===== config.mk =====
export PLATFORM = sky130hd
export DESIGN_NAME = bcg_div
export DESIGN_NICKNAME = d
export VERILOG_FILES = /design/src/design/bcg_pkg.sv /design/src/design/bcg_div.sv
export SDC_FILE = /design/constraint.sdc
export NUM_CORES = 2
export LEC_CHECK = 0
export ABC_AREA = 1
export CAP_MARGIN = 20
export CELL_PAD_IN_SITES_DETAIL_PLACEMENT = 0
export CELL_PAD_IN_SITES_GLOBAL_PLACEMENT = 1
export CORE_UTILIZATION = 49
export CTS_CLUSTER_DIAMETER = 200
export DETAILED_ROUTE_END_ITERATION = 8
export DONT_BUFFER_PORTS = 1
export PLACE_DENSITY_LB_ADDON = 0.05
export RECOVER_POWER = 25
export SYNTH_ARGS = -nofsm -noshare
export SYNTH_HDL_FRONTEND = slang
export SYNTH_SLANG_ARGS = --single-unit
export TNS_END_PERCENT = 50

===== constraint.sdc =====
create_clock -name i_clk -period 2.8 [get_ports i_clk]
set_input_delay 0.14 -clock i_clk [delete_from_list [all_inputs] [get_ports i_clk]]
set_output_delay 0.14 -clock i_clk [all_outputs]
set_load 0.005 [all_outputs]

===== src/design/bcg_pkg.sv =====
`timescale 1ns / 1ps
// shared constants and types for the cell growth step pipeline
// no dependencies

package bcg_pkg;

    localparam int unsigned DATA_W       = 32;
    localparam int unsigned Q30          = 30;
    localparam int unsigned SERIES_TERMS = 12;

    localparam logic [30:0] LOG2E_Q30 = 31'd1549082005;
    localparam logic [29:0] LN2_Q30   = 30'd744261118;
    localparam logic [63:0] TERM_CAP  = 64'h4000_0000_0000_0000;
    localparam logic [31:0] MAX_U32   = 32'hFFFF_FFFF;

    // floor(2^32 / k) for the series divisors
    localparam logic [32:0] RECIP [1:12] = '{
        33'h1_0000_0000, 33'd2147483648, 33'd1431655765, 33'd1073741824,
        33'd858993459,   33'd715827882,  33'd613566756,  33'd536870912,
        33'd477218588,   33'd429496729,  33'd390451572,  33'd357913941
    };

    typedef enum logic [2:0] {
        CFG_TIME_STEP       = 3'd0,
        CFG_MAX_UPTAKE_RATE = 3'd1,
        CFG_HALF_SATURATION = 3'd2,
        CFG_YIELD_FACTOR    = 3'd3,
        CFG_MAINTENANCE     = 3'd4,
        CFG_MEDIAN_VOLUME   = 3'd5,
        CFG_MIN_VOLUME      = 3'd6,
        CFG_DIVISION_VOLUME = 3'd7
    } t_cfg_reg;

    localparam logic [31:0] RST_TIME_STEP       = 32'd6554;
    localparam logic [31:0] RST_MAX_UPTAKE_RATE = 32'd65536;
    localparam logic [31:0] RST_HALF_SATURATION = 32'd65536;
    localparam logic [31:0] RST_YIELD_FACTOR    = 32'd32768;
    localparam logic [31:0] RST_MAINTENANCE     = 32'd655;
    localparam logic [31:0] RST_MEDIAN_VOLUME   = 32'd65536;
    localparam logic [31:0] RST_MIN_VOLUME      = 32'd32768;
    localparam logic [31:0] RST_DIVISION_VOLUME = 32'd131072;

    typedef struct packed {
        logic en;
        logic valid;
    } t_pipe_ctl;

endpackage


===== src/design/bcg_div.sv =====
`timescale 1ns / 1ps
// pipelined restoring divider, one quotient bit per register stage
// depends on bcg_pkg

module bcg_div #(
    parameter int unsigned NUM_W  = 48,
    parameter int unsigned DEN_W  = 33,
    parameter int unsigned Q_W    = 17,
    parameter int unsigned SIDE_W = 8
) (
    input  logic                 i_clk,
    input  logic                 i_rst_n,
    input  bcg_pkg::t_pipe_ctl   i_ctl,
    input  logic [NUM_W-1:0]     i_num,
    input  logic [DEN_W-1:0]     i_den,
    input  logic [SIDE_W-1:0]    i_side,
    output logic                 o_valid,
    output logic [Q_W-1:0]       o_quot,
    output logic [SIDE_W-1:0]    o_side
);

    logic [DEN_W-1:0]  w_rem  [0:Q_W];
    logic [Q_W-1:0]    w_low  [0:Q_W];
    logic [DEN_W-1:0]  w_den  [0:Q_W];
    logic [Q_W-1:0]    w_q    [0:Q_W];
    logic [SIDE_W-1:0] w_side [0:Q_W];
    logic              w_v    [0:Q_W];

    assign w_rem[0]  = DEN_W'(i_num[NUM_W-1:Q_W]);
    assign w_low[0]  = i_num[Q_W-1:0];
    assign w_den[0]  = i_den;
    assign w_q[0]    = '0;
    assign w_side[0] = i_side;
    assign w_v[0]    = i_ctl.valid;

    for (genvar gi = 0; gi < Q_W; gi++) begin : g_step
        logic [DEN_W:0]    w_trial;
        logic [DEN_W:0]    w_diff;
        logic              w_ge;
        logic [DEN_W-1:0]  r_rem;
        logic [Q_W-1:0]    r_low;
        logic [DEN_W-1:0]  r_den;
        logic [Q_W-1:0]    r_q;
        logic [SIDE_W-1:0] r_side;
        logic              r_v;

        assign w_trial = {w_rem[gi], w_low[gi][Q_W-1-gi]};
        assign w_diff  = w_trial - {1'b0, w_den[gi]};
        assign w_ge    = w_trial >= {1'b0, w_den[gi]};

        always_ff @(posedge i_clk) begin
            if (!i_rst_n) begin
                r_v <= 1'b0;
            end else if (i_ctl.en) begin
                r_v <= w_v[gi];
            end
        end

        always_ff @(posedge i_clk) begin
            if (i_ctl.en) begin
                r_rem  <= w_ge ? w_diff[DEN_W-1:0] : w_trial[DEN_W-1:0];
                r_low  <= w_low[gi];
                r_den  <= w_den[gi];
                r_q    <= {w_q[gi][Q_W-2:0], w_ge};
                r_side <= w_side[gi];
            end
        end

        assign w_rem[gi+1]  = r_rem;
        assign w_low[gi+1]  = r_low;
        assign w_den[gi+1]  = r_den;
        assign w_q[gi+1]    = r_q;
        assign w_side[gi+1] = r_side;
        assign w_v[gi+1]    = r_v;
    end

    assign o_valid = w_v[Q_W];
    assign o_quot  = w_q[Q_W];
    assign o_side  = w_side[Q_W];

endmodule


==> flow_summary.rst <==
.. list-table::
   :header-rows: 1

   * - Metric
     - Value
   * - Worst min-delay path startpoint
     - i_ctl[1]
   * - Startpoint types
     - input pin
   * - Share of the synthesized netlist area taken by xor and xnor gates
     - 2.08%
   * - Die outline area
     - 199,000 µm²
   * - Final count of negative-setup-slack endpoints
     - 0
   * - Clock sinks
     - 1,498
   * - Number of placed instances, taps included
     - 15.2k
   * - Starting Density
     - 49.5%
   * - Syn. warnings
     - 0
   * - Arithmetic-cell share of the synthesized area counting full adders, half adders and majority gates
     - 7.58%
   * - Reg2Reg Launch Point
     - g_step[9].r_den[16]
   * - Total of max-cap violations
     - 1
   * - Number of antenna violations at the first check in global routing
     - 8
   * - Count of distinct cell types in the synthesized netlist
     - 43
   * - Category of the most critical setup path
     - input pin to flip-flop
   * - Final hold violations
     - 0
   * - Post-synthesis to final-layout area growth
     - 12.4%
   * - Number of slew-limit violations in the final report
     - 36
   * - Detailed placement HPWL
     - 226,000 µm
   * - Number of buffers between clock root and the deepest sink
     - 3
   * - Global route overflow
     - 0
   * - Leak pwr
     - 56.1 nW
   * - Maximum VDD drop
     - 0.707 mV
   * - Worst min-delay path endpoint
     - g_step[0].r_rem[31]
   * - Number of I/O pins
     - 119
   * - CTS tree
     - done
   * - Post-synthesis mux area share
     - 0%
   * - Remaining number of nets flagged by the antenna check after routing
     - 0
   * - Failing checks
     - capacitance limit, slew limit
   * - Transition time at the pin with the least slew margin
     - 2.03 ns
   * - Worst-path clk slew
     - 0.06 ns
   * - Cell Area, Placed
     - 101,000 µm²
   * - Synthesized Nets
     - 13.2k
   * - Post-route DRC
     - 0
   * - Worst-case clock skew
     - 0.0398 ns
   * - Number of clock buffers inserted by TritonCTS
     - 167
   * - Power density normalized to cell area
     - 1060 nW/µm²
   * - Via total after detailed routing
     - 79.5k
   * - Die Ht
     - 446 µm
   * - Level count of the clock H-tree
     - 4
   * - Finished Layout Cells
     - 15.8k
   * - Number of buffers inserted by port buffering
     - 0
   * - Data required time at the worst endpoint
     - 3.37 ns
   * - CP Data Arrival Time
     - 3.30 ns
   * - Number of cells traversed by the worst register-to-register path
     - 12
   * - Fin crit share
     - 97.5%
   * - Final weighted congestion in routability-driven placement
     - 0.959
   * - Nets
     - 13.6k
   * - Hold Path Depth
     - 2
   * - Critical path capture point type
     - flip-flop
   * - Worst-skew pair later-pin latency
     - 0.83 ns
   * - Remaining max-slew budget at the tightest pin
     - -35.1%
   * - GR Util All Layers
     - 28.8%
   * - Cell area after synthesis
     - 96,600 µm²
   * - Post-synthesis sequential area ratio
     - 46.4%
   * - Flops & latches, synth
     - 1,498
   * - Post-Syn Area per Cell
     - 7.69 µm²
   * - End of the worst register-to-register path
     - g_step[10].r_rem[29]
   * - Routed via count divided by cell count
     - 5.05
   * - Number of placement rows
     - 162
   * - DR pass1 iterations
     - 8
   * - Tightest Hold Check Type
     - input pin to flip-flop
   * - Result of the run
     - complete, but fails checks
   * - Reg-to-reg setup timing slack
     - 0.11 ns
   * - Largest net degree at the start of global routing
     - 279
   * - Number of DRC markers in iteration 0
     - 7,189
   * - Compound-Gate Fraction of Synth Area
     - 2.25%
   * - Layout cells sized above 1
     - 4.95%
   * - Dominant combinational cell family by area after synthesis
     - simple AND/OR/NAND/NOR gates
   * - Total wire length
     - 289,000 µm
   * - RSZ-0062 raised after global routing
     - yes
   * - Wire length per cell
     - 18.3 µm
   * - Synthesized instance count
     - 12.6k
   * - Final cell area excluding filler cells
     - 109,000 µm²
   * - First-pass GRT wire length
     - 437,000 µm
   * - Start point of the critical path
     - i_den[0]
   * - Maximum clock frequency
     - 0.366 GHz
   * - Die W
     - 446 µm
   * - Min Clock Period, post-route
     - 2.73 ns
   * - CP Max Fanout
     - 16
   * - Utilization of the core after routing
     - 55.6%
   * - Cell at the root of the clock tree
     - clkbuf_16
   * - Number of global-route vias before repair
     - 73.9k
   * - Area inside the core boundary
     - 195,000 µm²
   * - Post-synthesis share of cell area spent on and, or, nand and nor gates
     - 30.4%
==> routing by layer <==
metal | share of wire [%] | global-route usage [%] | up-vias | wire length, µm
met5 | 0 | 0 | - | 0
met2 | 43 | 44.1 | 2336 | 125000
met1 | 47 | 42.2 | 36700 | 136000
li1 | - | - | 40000 | -
met3 | 6.9 | 4.50 | 371 | 20000
met4 | 2.7 | 7.82 | 0 | 7730
==> how the worst max path moves through the flow <==
stage                           end  cells after the start
5_1_grt        g_step[10].r_rem[24]                     11
3_3_place_gp      g_step[14].r_q[5]                      4
2_1_floorplan   g_step[7].r_rem[22]                     17
3_5_place_dp              o_quot[7]                      4
6_report         g_step[0].r_rem[1]                     12
4_1_cts        g_step[14].r_rem[26]                      9
==> kinds of logic (layout without fill, tap and decap cells) <==
logic type / Yosys count / after routing
XOR/XNOR: 230 / 230
AND/OR/NAND/NOR: 7079 / 7080
AO/OA/AOI/OAI: 417 / 417
adder cells (fa/ha/maj): 576 / 576
flip-flops: 1498 / 1498
buffers and inverters: 2763 / 3319
other: 0 / 6
==> through the flow <==
step | hold WS (ns) | worst slack [ns] | setup TNS [ns] | power, W
CTS | 0.00162 | 0.00429 | 0 | 0.115
global route | 0.0172 | -0.0366 | -0.0626 | 0.124
finish | 0.0539 | 0.0708 | 0 | 0.115
detailed placement | 0.239 | -1.56 | -525.46 | 0.0909
floorplan | 0.239 | 0.619 | 0 | 0.0728
global placement | 0.239 | -1.41 | -457.31 | 0.0906
==> worst max-delay path, cell delays in order <==
cell	delay (ns)
dlygate4sd3_1	0.54
dlygate4sd3_1	0.58
ha_1	0.31
nand2_1	0.09
nor2_2	0.17
nand4_1	0.13
nor2_1	0.16
nor2_1	0.10
nand2_4	0.17
buf_4	0.26
o21ai_0	0.10
dlygate4sd3_1	0.55
==> layout by cell type (no fill, tap or decap), types with 26 or more instances in the layout <==
master,count
nor2_2,36
nor2_1,701
inv_1,2611
nand3_1,947
nand2_1,4913
clkbuf_1,26
xor2_1,214
ha_1,558
buf_4,184
nand3b_1,128
clkinv_1,26
o21ai_0,38
a21oi_1,331
nor3_1,127
nand2_2,28
dlygate4sd3_1,182
nand3_2,37
edfxtp_1,1481
and2_1,66
clkbuf_16,169
==> area by class of cell <==
cell class / instances / area (µm²)
multi-input combinational: 8303 / 41000
inverter: 2616 / 9820
tap: 2624 / 3280
clock inverter: 115 / 1490
clock buffer: 195 / 4340
fill: 18500 / 86800
timing repair buffer: 393 / 3810
sequential: 1498 / 44800
antenna: 6 / 15.0
==> power breakdown <==
part,switching [W],internal (W)
Sequential,0.00404,0.0319
Combinational,0.0376,0.0185
Clock,0.00956,0.0136
==> sequential cells by signal, summed over array words and instances, names as in the netlist, 8 cells and up <==
signal,flops
g_step.r_den,528
g_step.r_low,136
g_step.r_q,136
g_step.r_rem,528
g_step.r_side,128
g_step.r_v,16
o_quot,17
o_side,8
==> cells in the mapped netlist, drive strengths merged <==
cell type | count | area share [%]
edfxtp | 1481 | 46
and2 | 66 | 0.43
fa | 16 | 0.33
buf | 143 | 1.1
nand3b | 128 | 0.99
o21ai | 50 | 0.26
ha | 560 | 7.3
xnor2 | 16 | 0.15
o21a | 1 | 0.0078
xor2 | 214 | 1.9
a21oi | 334 | 1.7
dfxtp | 17 | 0.35
nand2 | 4960 | 20
a21o | 9 | 0.070
nand4 | 25 | 0.16
or2 | 26 | 0.17
o2111ai | 1 | 0.0091
nor2 | 750 | 3.1
o21bai | 15 | 0.12
and3 | 1 | 0.0065
nor3 | 135 | 0.74
nor4 | 4 | 0.032
inv | 2614 | 10
nand3 | 984 | 5.3
clkbuf | 4 | 0.016
o211ai | 2 | 0.016
clkinv | 2 | 0.0078
a211oi | 5 | 0.039
==> repair_timing <==
item                                    in CTS  in global routing
endpoints found under the setup margin     373                270
hold endpoints to repair                   189                  5
hold buffers                               184                  1
setup buffers                                2                 13
gates cloned                                 4                  0
pin swaps                                    4                  5
resized for setup                            2                 25
Note: power is estimated with default switching activity, not from simulation.
